File: src/rtl/core/vmc_pkg.sv
`timescale 1ns / 1ps
// ----------------------------------------------------------------------------
// vmc_pkg
// Shared types, codes and constants of the vending machine controller.
// ----------------------------------------------------------------------------
package vmc_pkg;

   localparam int SHELVES  = 16;
   localparam int SHELF_W  = (SHELVES > 1) ? $clog2(SHELVES) : 1;
   localparam int CODE_W   = 10;
   localparam int PRICE_W  = 8;
   localparam int PAID_W   = 12;
   localparam int FIRST_CODE = 101;
   localparam logic [PAID_W-1:0] PAID_MAX = {PAID_W{1'b1}};

   // commands
   localparam logic [2:0] CMD_COIN_BTN = 3'd0;
   localparam logic [2:0] CMD_START    = 3'd1;
   localparam logic [2:0] CMD_COIN     = 3'd2;
   localparam logic [2:0] CMD_CHOOSE   = 3'd3;
   localparam logic [2:0] CMD_REFUND   = 3'd4;
   localparam logic [2:0] CMD_LOAD     = 3'd5;

   // modes
   localparam logic [1:0] MODE_IDLE   = 2'd0;
   localparam logic [1:0] MODE_MONEY  = 2'd1;
   localparam logic [1:0] MODE_SELECT = 2'd2;

   // status codes
   localparam logic [2:0] ST_OK       = 3'd0;
   localparam logic [2:0] ST_WRONG    = 3'd1;
   localparam logic [2:0] ST_CODE     = 3'd2;
   localparam logic [2:0] ST_SOLD     = 3'd3;
   localparam logic [2:0] ST_SHORT    = 3'd4;
   localparam logic [2:0] ST_OCCUPIED = 3'd5;

   // coin kinds
   localparam logic [1:0] COIN_PENNY   = 2'd0;
   localparam logic [1:0] COIN_NICKEL  = 2'd1;
   localparam logic [1:0] COIN_DIME    = 2'd2;
   localparam logic [1:0] COIN_QUARTER = 2'd3;

   typedef logic [SHELF_W-1:0] shelf_idx_type;

   typedef struct packed {
      logic [2:0]         command;
      logic [1:0]         coin_kind;
      logic [CODE_W-1:0]  shelf_code;
      logic [PRICE_W-1:0] item_price;
   } req_type;

   typedef struct packed {
      logic [2:0]        status;
      logic [1:0]        mode_after;
      logic              dispensed;
      logic [PAID_W-1:0] change_amount;
      logic [PAID_W-1:0] refund_amount;
   } rsp_type;

   // shelf store update from the event unit
   typedef struct packed {
      logic               price_we;
      logic               empty_we;
      logic               empty_val;
      shelf_idx_type      idx;
      logic [PRICE_W-1:0] price;
   } shelf_wr_type;

   function automatic logic [4:0] coin_value(input logic [1:0] kind);
      logic [4:0] v;
      case (kind)
         COIN_PENNY:   v = 5'd1;
         COIN_NICKEL:  v = 5'd5;
         COIN_DIME:    v = 5'd10;
         COIN_QUARTER: v = 5'd25;
         default:      v = 5'd0;
      endcase
      return v;
   endfunction

   function automatic logic code_in_range(input logic [CODE_W-1:0] code);
      logic [CODE_W:0] c;
      c = {1'b0, code};
      return (c >= (CODE_W+1)'(FIRST_CODE)) && (c < (CODE_W+1)'(FIRST_CODE + SHELVES));
   endfunction

   function automatic shelf_idx_type code_to_idx(input logic [CODE_W-1:0] code);
      logic [CODE_W-1:0] d;
      d = code - CODE_W'(FIRST_CODE);
      return d[SHELF_W-1:0];
   endfunction

endpackage

File: src/rtl/core/vmc_if.sv
`timescale 1ns / 1ps
// ----------------------------------------------------------------------------
// vmc_req_if / vmc_rsp_if
// Valid/ready channels carrying event requests and event results.
// ----------------------------------------------------------------------------
interface vmc_req_if import vmc_pkg::*; ();
   logic    valid;
   logic    ready;
   req_type data;

   modport source (output valid, output data, input ready);
   modport sink   (input valid, input data, output ready);
endinterface

interface vmc_rsp_if import vmc_pkg::*; ();
   logic    valid;
   logic    ready;
   rsp_type data;

   modport source (output valid, output data, input ready);
   modport sink   (input valid, input data, output ready);
endinterface

File: src/rtl/core/vmc_shelf_store.sv
`timescale 1ns / 1ps
// ----------------------------------------------------------------------------
// vmc_shelf_store
// Shelf price memory (registered read) with write forwarding, plus the
// per-shelf empty flags.
// ----------------------------------------------------------------------------
module vmc_shelf_store import vmc_pkg::*; (
   input  logic               clock,
   input  logic               reset,
   input  logic               rd_en,
   input  shelf_idx_type      rd_idx,
   output logic [PRICE_W-1:0] rd_price,
   output logic [SHELVES-1:0] empty_flags,
   input  shelf_wr_type       wr
);

   logic [PRICE_W-1:0] price_mem_ff [SHELVES];
   logic [PRICE_W-1:0] rd_price_ff;
   logic [SHELVES-1:0] empty_ff;

   always_ff @(posedge clock) begin
      if (wr.price_we) begin
         price_mem_ff[wr.idx] <= wr.price;
      end
   end

   // a load committing this cycle to the shelf being read wins
   always_ff @(posedge clock) begin
      if (rd_en) begin
         if (wr.price_we && (wr.idx == rd_idx)) begin
            rd_price_ff <= wr.price;
         end else begin
            rd_price_ff <= price_mem_ff[rd_idx];
         end
      end
   end

   always_ff @(posedge clock) begin
      if (reset) begin
         empty_ff <= {SHELVES{1'b1}};
      end else if (wr.empty_we) begin
         empty_ff[wr.idx] <= wr.empty_val;
      end
   end

   assign rd_price    = rd_price_ff;
   assign empty_flags = empty_ff;

endmodule

File: src/rtl/core/vmc_event_unit.sv
`timescale 1ns / 1ps
// ----------------------------------------------------------------------------
// vmc_event_unit
// Mode and paid-total registers; decodes one event and produces its result
// and the shelf store update.
// ----------------------------------------------------------------------------
module vmc_event_unit import vmc_pkg::*; (
   input  logic               clock,
   input  logic               reset,
   input  logic               commit,
   input  req_type            req,
   input  logic [PRICE_W-1:0] price,
   input  logic [SHELVES-1:0] empty_flags,
   output rsp_type            rsp,
   output shelf_wr_type       wr
);

   logic [1:0]        mode_ff, mode_in;
   logic [PAID_W-1:0] paid_ff, paid_in;
   logic              code_ok;
   shelf_idx_type     idx;
   logic              shelf_empty;
   logic [PAID_W:0]   coin_sum;
   logic [PAID_W-1:0] price_ext;

   assign code_ok     = code_in_range(req.shelf_code);
   assign idx         = code_to_idx(req.shelf_code);
   assign shelf_empty = empty_flags[idx];
   assign coin_sum    = {1'b0, paid_ff} + (PAID_W+1)'(coin_value(req.coin_kind));
   assign price_ext   = PAID_W'(price);

   always_comb begin
      mode_in           = mode_ff;
      paid_in           = paid_ff;
      rsp.status        = ST_WRONG;
      rsp.dispensed     = 1'b0;
      rsp.change_amount = '0;
      rsp.refund_amount = '0;
      wr.price_we       = 1'b0;
      wr.empty_we       = 1'b0;
      wr.empty_val      = 1'b0;
      wr.idx            = idx;
      wr.price          = req.item_price;
      case (req.command)
         CMD_COIN_BTN: begin
            if (mode_ff == MODE_IDLE) begin
               mode_in    = MODE_MONEY;
               rsp.status = ST_OK;
            end else if (mode_ff == MODE_MONEY) begin
               rsp.status = ST_OK;
            end
         end
         CMD_START: begin
            if (mode_ff == MODE_MONEY) begin
               mode_in    = MODE_SELECT;
               rsp.status = ST_OK;
            end else if (mode_ff == MODE_SELECT) begin
               rsp.status = ST_OK;
            end
         end
         CMD_COIN: begin
            if (mode_ff == MODE_MONEY) begin
               // saturate at full scale
               paid_in    = coin_sum[PAID_W] ? PAID_MAX : coin_sum[PAID_W-1:0];
               rsp.status = ST_OK;
            end
         end
         CMD_CHOOSE: begin
            if (mode_ff == MODE_SELECT) begin
               if (!code_ok) begin
                  rsp.status = ST_CODE;
               end else if (shelf_empty) begin
                  rsp.status = ST_SOLD;
               end else if (paid_ff < price_ext) begin
                  rsp.status        = ST_SHORT;
                  rsp.refund_amount = paid_ff;
                  paid_in           = '0;
                  mode_in           = MODE_IDLE;
               end else begin
                  rsp.status        = ST_OK;
                  rsp.change_amount = paid_ff - price_ext;
                  rsp.dispensed     = 1'b1;
                  wr.empty_we       = 1'b1;
                  wr.empty_val      = 1'b1;
                  paid_in           = '0;
                  mode_in           = MODE_IDLE;
               end
            end
         end
         CMD_REFUND: begin
            if ((mode_ff == MODE_MONEY) || (mode_ff == MODE_SELECT)) begin
               rsp.status        = ST_OK;
               rsp.refund_amount = paid_ff;
               paid_in           = '0;
               mode_in           = MODE_IDLE;
            end
         end
         CMD_LOAD: begin
            if (mode_ff == MODE_IDLE) begin
               if (!code_ok) begin
                  rsp.status = ST_CODE;
               end else if (!shelf_empty) begin
                  rsp.status = ST_OCCUPIED;
               end else begin
                  rsp.status   = ST_OK;
                  wr.price_we  = 1'b1;
                  wr.empty_we  = 1'b1;
                  wr.empty_val = 1'b0;
               end
            end
         end
         default: begin
         end
      endcase
      rsp.mode_after = mode_in;
      if (!commit) begin
         wr.price_we = 1'b0;
         wr.empty_we = 1'b0;
      end
   end

   always_ff @(posedge clock) begin
      if (reset) begin
         mode_ff <= MODE_IDLE;
         paid_ff <= '0;
      end else if (commit) begin
         mode_ff <= mode_in;
         paid_ff <= paid_in;
      end
   end

endmodule

File: src/rtl/core/vending_machine_controller.sv
`timescale 1ns / 1ps
// Pipeline: the accepting edge reads the price memory; the decoded result
//   is then loaded into the output register once that register is free.
// Throughput: one event per cycle while the result port is not stalled;
//   same-shelf back-to-back events use forwarding at the price read port.
// Reset: synchronous; mode idle, paid total zero, every shelf empty.
// ----------------------------------------------------------------------------
// vending_machine_controller
// Vending controller top level: request stage, shelf store, event unit and
// result register.
// ----------------------------------------------------------------------------
module vending_machine_controller import vmc_pkg::*; (
   input  logic      clock,
   input  logic      reset,
   vmc_req_if.sink   req_port,
   vmc_rsp_if.source rsp_port
);

   logic               s1_valid_ff;
   req_type            s1_req_ff;
   logic               rsp_valid_ff;
   rsp_type            rsp_data_ff;
   logic               advance;
   logic               accept;
   logic [PRICE_W-1:0] rd_price;
   logic [SHELVES-1:0] empty_flags;
   rsp_type            result;
   shelf_wr_type       wr;

   assign advance        = s1_valid_ff && (!rsp_valid_ff || rsp_port.ready);
   assign req_port.ready = !s1_valid_ff || advance;
   assign accept         = req_port.valid && req_port.ready;

   always_ff @(posedge clock) begin
      if (reset) begin
         s1_valid_ff <= 1'b0;
      end else if (req_port.ready) begin
         s1_valid_ff <= req_port.valid;
      end
   end

   always_ff @(posedge clock) begin
      if (accept) begin
         s1_req_ff <= req_port.data;
      end
   end

   vmc_shelf_store u_store (
      .clock       (clock),
      .reset       (reset),
      .rd_en       (accept),
      .rd_idx      (code_to_idx(req_port.data.shelf_code)),
      .rd_price    (rd_price),
      .empty_flags (empty_flags),
      .wr          (wr)
   );

   vmc_event_unit u_event (
      .clock       (clock),
      .reset       (reset),
      .commit      (advance),
      .req         (s1_req_ff),
      .price       (rd_price),
      .empty_flags (empty_flags),
      .rsp         (result),
      .wr          (wr)
   );

   always_ff @(posedge clock) begin
      if (reset) begin
         rsp_valid_ff <= 1'b0;
      end else if (advance) begin
         rsp_valid_ff <= 1'b1;
      end else if (rsp_port.ready) begin
         rsp_valid_ff <= 1'b0;
      end
   end

   always_ff @(posedge clock) begin
      if (advance) begin
         rsp_data_ff <= result;
      end
   end

   assign rsp_port.valid = rsp_valid_ff;
   assign rsp_port.data  = rsp_data_ff;

endmodule

File: src/flat_wrapper.sv
// flat-port wrapper written by rule: the top's interface ports become plain ports
module vending_machine_controller_flat import vmc_pkg::*;
  (clock, reset, req_port_valid, req_port_data, req_port_ready, rsp_port_valid, rsp_port_data, rsp_port_ready);
  vmc_req_if req_port_i ();
  vmc_rsp_if rsp_port_i ();
  input  logic clock;
  input  logic reset;
  input wire logic [$bits(req_port_i.valid)-1:0] req_port_valid;
  input wire logic [$bits(req_port_i.data)-1:0] req_port_data;
  output wire logic [$bits(req_port_i.ready)-1:0] req_port_ready;
  output wire logic [$bits(rsp_port_i.valid)-1:0] rsp_port_valid;
  output wire logic [$bits(rsp_port_i.data)-1:0] rsp_port_data;
  input wire logic [$bits(rsp_port_i.ready)-1:0] rsp_port_ready;
  assign req_port_i.valid = req_port_valid;
  assign req_port_i.data = req_port_data;
  assign req_port_ready = req_port_i.ready;
  assign rsp_port_valid = rsp_port_i.valid;
  assign rsp_port_data = rsp_port_i.data;
  assign rsp_port_i.ready = rsp_port_ready;
  vending_machine_controller u_core (.clock(clock), .reset(reset), .req_port(req_port_i), .rsp_port(rsp_port_i));
endmodule
File: config.mk
export PLATFORM = sky130hd
export DESIGN_NAME = vending_machine_controller_flat
export DESIGN_NICKNAME = d
export VERILOG_FILES = /design/src/rtl/core/vmc_pkg.sv /design/src/rtl/core/vmc_if.sv /design/src/rtl/core/vmc_shelf_store.sv /design/src/rtl/core/vmc_event_unit.sv /design/src/rtl/core/vending_machine_controller.sv /design/src/flat_wrapper.sv
export SDC_FILE = /design/constraint.sdc
export NUM_CORES = 1
export LEC_CHECK = 0
export BUFFER_PORTS_ARGS = -buffer_cell sky130_fd_sc_hd__buf_2
export CORE_UTILIZATION = 45
export DETAILED_ROUTE_END_ITERATION = 12
export HOLD_SLACK_MARGIN = 0.02
export SETUP_SLACK_MARGIN = 0.3
export SYNTH_ARGS = -nofsm -noshare
export SYNTH_HDL_FRONTEND = slang
export SYNTH_SLANG_ARGS = --single-unit
File: constraint.sdc
create_clock -name clock -period 6.44 [get_ports clock]
set_clock_uncertainty 0.15 [all_clocks]
set_input_delay 1.288 -clock clock [delete_from_list [all_inputs] [get_ports clock]]
set_output_delay 1.288 -clock clock [all_outputs]
set_load 0.005 [all_outputs]
Word-level counts from Yosys, hierarchy flattened
Memories as Yosys holds them, arrays and structs flattened. A register that Yosys moved wholly into a read port is not among the register bits.
Cells that the tools add are included.

storage, ports and cells
  register bits = 85
  RAM bits = 128
  input bits = 27
  output and inout port bits = 32
  logic and storage cells = 113
  memories = 1

cells by class
  add/sub/neg operators = 4
  $lt $le $gt $ge = 5
  eq/ne operators = 15
  muxes and demuxes = 54
  bitwise logic cells = 3
  reduce and logical (&&, ||, !) cells = 17

memory list
  name                         depth  width  rd ports  clocked after Yosys merged registers in  write ports  line                   source
  u_core.u_store.price_mem_ff  16     8      1         1                                        1            vmc_shelf_store.sv:17  logic [PRICE_W-1:0] price_mem_ff [SHELVES];

operators by type and width
  operator                                                            number
  2-to-1 mux 12 bit                                                   11
  case mux 12 bit (3 select lines)                                    1
  2-to-1 mux 3 bit                                                    10
  case mux 12 bit (2 select lines)                                    1
  2-to-1 mux 2 bit                                                    11
  case mux 5 bit (4 select lines)                                     1
  case mux 3 bit (6 select lines)                                     1
  bitwise mux 16 bit                                                  1
  adder 12 x 5 -> 13 bit                                              1
  2-to-1 mux 13 bit                                                   1
  less-than comparator 12 x 8 -> 1 bit                                1
  2-to-1 mux 1 bit                                                    12
  subtractor 12 x 8 -> 12 bit                                         1
  greater-or-equal comparator 10 x 7 -> 1 bit, second input constant  1
  less-than comparator 10 x 7 -> 1 bit, second input constant         1
  != test 2 bit, second input constant                                5
  case mux 2 bit (4 select lines)                                     1
  subtractor 4 x 3 -> 4 bit, second input constant                    2
  AND reduction 7 bit                                                 1
  == test 2 bit, second input constant                                3
  == test 3 x 2 -> 1 bit, second input constant                       2
  == test 3 bit, second input constant                                2
  less-than comparator 4 x 5 -> 1 bit, second input constant          1
  OR reduction 5 bit                                                  1
  other kinds (15)                                                    25

Depth between registers and ports, before layout
  word-level depth = 10
  mapped depth = 12

Cells and area by module
Synthesis repeated with hierarchy kept, for this count alone.

second synthesis, totals
  cells, all modules = 693
  area total of the unflattened synthesis = 10045.9 sq um

by module, submodules not included
  module                      times used  cells an instance  area each (sq um)  sequential area each (sq um)
  vmc_shelf_store             1           330                6195.9             4404.2
  vmc_event_unit              1           293                2108.3             280.3
  vending_machine_controller  1           70                 1741.7             1631.6

Least setup slack after synthesis
Ideal clock, no wire load.

  path kind = input-to-reg
  from = input port req_port_data[8]
  to = register u_core.u_store.rd_price_ff[0] (netlist: u_core.u_store.rd_price[0]) (read register of u_core.u_store.price_mem_ff) (data pin)
  setup time = 0.260 ns
  arrival = 3.885 ns
  data required time = 6.030 ns
  setup slack = 2.144 ns
  stages on the path = 9
  path buffers = 4
  cells stage by stage = clkbuf_1 -> buf_2 -> inv_1 -> ha_1 -> clkbuf_1 -> clkbuf_1 -> mux4_2 -> mux4_2 -> mux2_4

on the way
  cells in the longest elaborated chain, start to end = 1

ends and longest elaborated chain
  what                       line                   source
  start, declared            flat_wrapper.sv:9      input wire logic [$bits(req_port_i.data)-1:0] req_port_data;
  subtractor 4 x 3 -> 4 bit  vmc_pkg.sv:89          d = code - CODE_W'(FIRST_CODE);
  end, declared              vmc_shelf_store.sv:18  logic [PRICE_W-1:0] rd_price_ff;

Every way passes these cells.
A chain may end at the register's enable or synchronous reset.

Final worst setup path
  from = input port req_port_data[8]
  to = register u_core.u_store.rd_price_ff[5] (netlist: u_core.u_store.rd_price[5]) (read register of u_core.u_store.price_mem_ff) (data pin)

Same word-level chain as after synthesis.

==> flow_summary.rst <==
.. list-table::
   :header-rows: 1

   * - Metric
     - Value
   * - Status
     - completed
   * - Antenna Cells
     - 0
   * - Power share of the clock group
     - 43.6%
   * - Fraction of the cycle the final worst path needs
     - 62.4%
   * - Clock tree from TritonCTS
     - built
   * - Antenna-violating nets left
     - 0
   * - Number of sinks driven by the clock tree
     - 221
   * - CORE AREA
     - 0.0212 mm2
   * - Endpoint of the most critical register-to-register path
     - u_core.rsp_port.data[15]$_SDFFCE_PP0P_
   * - Comb pwr share
     - 6.0%
   * - DPL Wire Length
     - 13.7 mm
   * - Total I/O pin count
     - 59
   * - Count of cells along the worst hold path
     - 2
   * - Chip height
     - 149 um
   * - Internal power summed over all cells
     - 2.51 mW
   * - Antenna violations before repair
     - 0
   * - Post-synthesis cell area
     - 0.00977 mm2
   * - Synthesized flop and latch total
     - 221
   * - Final min period
     - 4020 ps
   * - Crit path DAT
     - 4130 ps
   * - Setup repair after global routing missed its margin
     - no
   * - First-pass GRT wire length
     - 31.6 mm
   * - Register area share after synthesis
     - 64.6%
   * - Count of hold buffers inserted by post-cts repair
     - 0
   * - Share of the synthesized area in the top cell type
     - 58.1%
   * - Rows
     - 53
   * - Worst slew pin tran
     - 922 ps
   * - Sequential group share of total power
     - 50.4%
   * - Relative max-transition margin
     - 37.9%
   * - Synthesized instance count
     - 665
   * - Combined global-route utilization of all metal layers
     - 18.4%
   * - Endpoint, Worst Hold
     - u_core.u_store.empty_flags[15]$_SDFFE_PP1P_
   * - Final-report setup violation count
     - 0
   * - WHS
     - 327 ps
   * - Achievable clock frequency
     - 249 MHz
   * - Most common cell after layout, fill and taps aside
     - sky130_fd_sc_hd__edfxtp_1
   * - Switch Pwr
     - 0.677 mW
   * - Source-to-sink clock delay at the later pin of the worst-skew pair
     - 520 ps
   * - Maximum capacitance violations
     - 0
   * - Quantity of I/O buffers inserted on ports
     - 58
   * - Crit start category
     - input pin
   * - X dimension of the die
     - 149 um
   * - Number of gates given a new drive strength after cts
     - 0
   * - Cell at the slowest stage of the critical path
     - sky130_fd_sc_hd__xnor2_2
   * - Pre-antenna DRT Iters
     - 5
   * - Fraction of layout instances using a drive strength above 1
     - 22.8%
   * - Synth warn
     - 0
   * - Top cell type by total area after synthesis
     - sky130_fd_sc_hd__edfxtp_1
   * - Overall die area
     - 0.0223 mm2
   * - Max IR drop VDD
     - 0.210 mV
   * - RD Place Congestion
     - 0.890
   * - Setup_tns
     - 0 ps
   * - Power per standard cell area
     - 286 mW/mm2
   * - Commonest cells after routing, fill and taps aside
     - sky130_fd_sc_hd__edfxtp_1 (189), sky130_fd_sc_hd__buf_2 (58), sky130_fd_sc_hd__mux4_2 (44), sky130_fd_sc_hd__a21oi_1 (40), sky130_fd_sc_hd__nor2_1 (39)
   * - Critical path endpoint category
     - register
   * - Drt initial violations
     - 533
   * - Post-Syn Nets
     - 718
   * - Vias in the first global route
     - 5797
   * - Final Hold Fails
     - 0
   * - Switching share of power
     - 21.3%
   * - Final net count
     - 781
   * - Initial standard-cell utilization of the core
     - 46.2%
   * - Maximum net fanout on the critical path
     - 36
   * - Count of flip-flops with a built-in enable after synthesis
     - 189
   * - Cells along the critical path
     - buf_2 -> buf_4 -> inv_1 -> ha_1 -> xnor2_2 -> xor2_1 -> nand4_1 -> nor3_1 -> o221a_2 -> mux2_4
   * - Slew Limit Fails
     - 0
   * - Type of the worst min-delay path
     - reg -> reg
   * - Gr ovfl total
     - 0
   * - R2r startpoint
     - u_core.s1_req_ff[8]$_DFFE_PP_
   * - DRC violations left
     - 0
   * - Number of filler cells placed in the layout
     - 1715
   * - Avg Cell Area, Syn
     - 14.7 um2
   * - Max incr delay on CP
     - 660 ps
   * - Routed wire length
     - 19.6 mm
   * - Leakage Power
     - 3.92 nW
   * - Count of different cell masters after synthesis
     - 57
   * - CP Data Required Time
     - 6550 ps
   * - Number of buffers on the longest clock path
     - 3
   * - Number of buffers created by CTS
     - 24
   * - Most area-consuming cells after synthesis
     - sky130_fd_sc_hd__edfxtp_1 (58%), sky130_fd_sc_hd__mux4_2 (10%), sky130_fd_sc_hd__dfxtp_1 (6.6%)
   * - Avg WL per Cell
     - 19.2 um
   * - H-tree depth reported by CTS
     - 1
   * - FFs w/ async S/R, synth
     - 0%
   * - Vias per std cell
     - 5.61
   * - Leading register cell type out of synthesis
     - sky130_fd_sc_hd__edfxtp_1
   * - Number of cell instances on the worst register-to-register path
     - 9
   * - First element of the critical path
     - req_port_data[8]
   * - CTS Root Buffer Type
     - sky130_fd_sc_hd__clkbuf_16
   * - Maximum number of pins on one net before global-route repair
     - 49
   * - Via count
     - 5727
   * - Post-synthesis to final-layout area growth
     - 13.9%
   * - Critical path start-end classification
     - in -> reg
   * - Setup repair bufs after CTS
     - 0
   * - CTS clock-pin slew for the worst setup and hold paths
     - 70 ps
   * - Reg2Reg Setup Slack
     - 2730 ps
   * - Worst min-delay path startpoint
     - u_core.u_store.empty_flags[15]$_SDFFE_PP1P_
## logic make-up after synthesis
family | Yosys count | synth area share [%]
simple gates | 168 | 8.71
compound gates | 115 | 6.97
mux | 56 | 11.9
flops | 221 | 64.6
fa+ha+maj | 26 | 3.48
xor+xnor | 16 | 1.59
buf+inv | 63 | 2.66
## stage by stage
stage / setup slack, ps / power, mW / instances / utilization (%) / instance area [um2]
final: 2420 / 3.18 / 1021 / 52.6 / 11100
after global routing: 2180 / 3.29 / 1021 / 52.6 / 11100
after CTS: 2380 / 3.21 / 1021 / 52.6 / 11100
after detailed placement: 1840 / 1.83 / 977 / 48.8 / 10300
after global placement: 1950 / 1.82 / 977 / 48.8 / 10300
after floorplan: 2140 / 1.77 / 665 / - / 9770
## cell type report
cell class | instances | area, um2 | area share (%)
inverter | 39 | 148 | 1.33
clock buffer | 28 | 637 | 5.72
clock inverter | 16 | 175 | 1.57
multi-input combinational | 381 | 3200 | 28.7
tap | 275 | 344 | 3.09
sequential | 221 | 6320 | 56.8
timing repair buffer | 61 | 313 | 2.81
## cell usage after synthesis, types with 3 or more instances
cell type	number
sky130_fd_sc_hd__nor3_1	15
sky130_fd_sc_hd__xnor2_1	9
sky130_fd_sc_hd__and4_1	3
sky130_fd_sc_hd__and2_1	11
sky130_fd_sc_hd__o211ai_1	3
sky130_fd_sc_hd__a31oi_1	7
sky130_fd_sc_hd__clkbuf_1	16
sky130_fd_sc_hd__nand2b_1	6
sky130_fd_sc_hd__o21a_1	9
sky130_fd_sc_hd__a21oi_1	40
sky130_fd_sc_hd__a21o_1	4
sky130_fd_sc_hd__dfxtp_1	32
sky130_fd_sc_hd__and3_1	4
sky130_fd_sc_hd__mux4_2	44
sky130_fd_sc_hd__mux2_2	3
sky130_fd_sc_hd__mux2_4	8
sky130_fd_sc_hd__xor2_1	5
sky130_fd_sc_hd__nor2_1	39
sky130_fd_sc_hd__nand4_1	7
sky130_fd_sc_hd__o21ai_0	26
sky130_fd_sc_hd__inv_1	38
sky130_fd_sc_hd__buf_2	3
sky130_fd_sc_hd__o21ai_1	8
sky130_fd_sc_hd__ha_1	24
sky130_fd_sc_hd__edfxtp_1	189
sky130_fd_sc_hd__or2_2	3
sky130_fd_sc_hd__nand2_1	34
sky130_fd_sc_hd__or3_1	3
sky130_fd_sc_hd__nand3_1	19
sky130_fd_sc_hd__nor2b_1	14
sky130_fd_sc_hd__a211oi_1	5
## how the worst max path moves through the flow
| stage | endpoint | cells past startpoint |
|---|---|---|
| after floorplan | u_core.u_store.rd_price[0]$_DFFE_PP_ | 9 |
| after global placement | u_core.u_store.rd_price[4]$_DFFE_PP_ | 10 |
| after detailed placement | u_core.u_store.rd_price[5]$_DFFE_PP_ | 10 |
| after CTS | u_core.u_store.rd_price[5]$_DFFE_PP_ | 10 |
| after global routing | u_core.u_store.rd_price[5]$_DFFE_PP_ | 10 |
| final | u_core.u_store.rd_price[5]$_DFFE_PP_ | 10 |
## metal layers
layer | wire length (um) | global-route usage, % | share of wire (%)
met4 | 510 | 6.12 | 2.6
met1 | 8690 | 24.9 | 44
met5 | 0 | 0 | 0
met2 | 9260 | 30.2 | 47
met3 | 1100 | 2.94 | 5.6
## critical path: cells and delay by family
kind	cells	cell delay [ps]
xor gates and xnor gates	2	860
buffers and inverters	3	690
AOI/OAI and AO/OA	1	430
muxes	1	330
adders and majority gates	1	260
and+or+nand+nor	2	240
## state kept, by name (all words and copies together) (netlist names)
signal,count
u_core.u_store.price_mem_ff,128
u_core.rsp_port.data,30
u_core.s1_req_ff,23
u_core.u_store.empty_flags,16
u_core.u_event.paid_ff,12
u_core.u_store.rd_price,8
u_core.u_event.mode_ff,2
u_core.rsp_port.valid,1
u_core.s1_valid_ff,1
## power by group through the flow
stage          combinational (mW)  clock, mW  sequential, mW
6_report                    0.190       1.39            1.60
5_1_grt                     0.207       1.48            1.61
4_1_cts                     0.191       1.42            1.61
3_5_place_dp                0.190          0            1.64
3_3_place_gp                0.183          0            1.63
2_1_floorplan               0.143          0            1.62
Note: power is estimated with default switching activity, not from simulation.
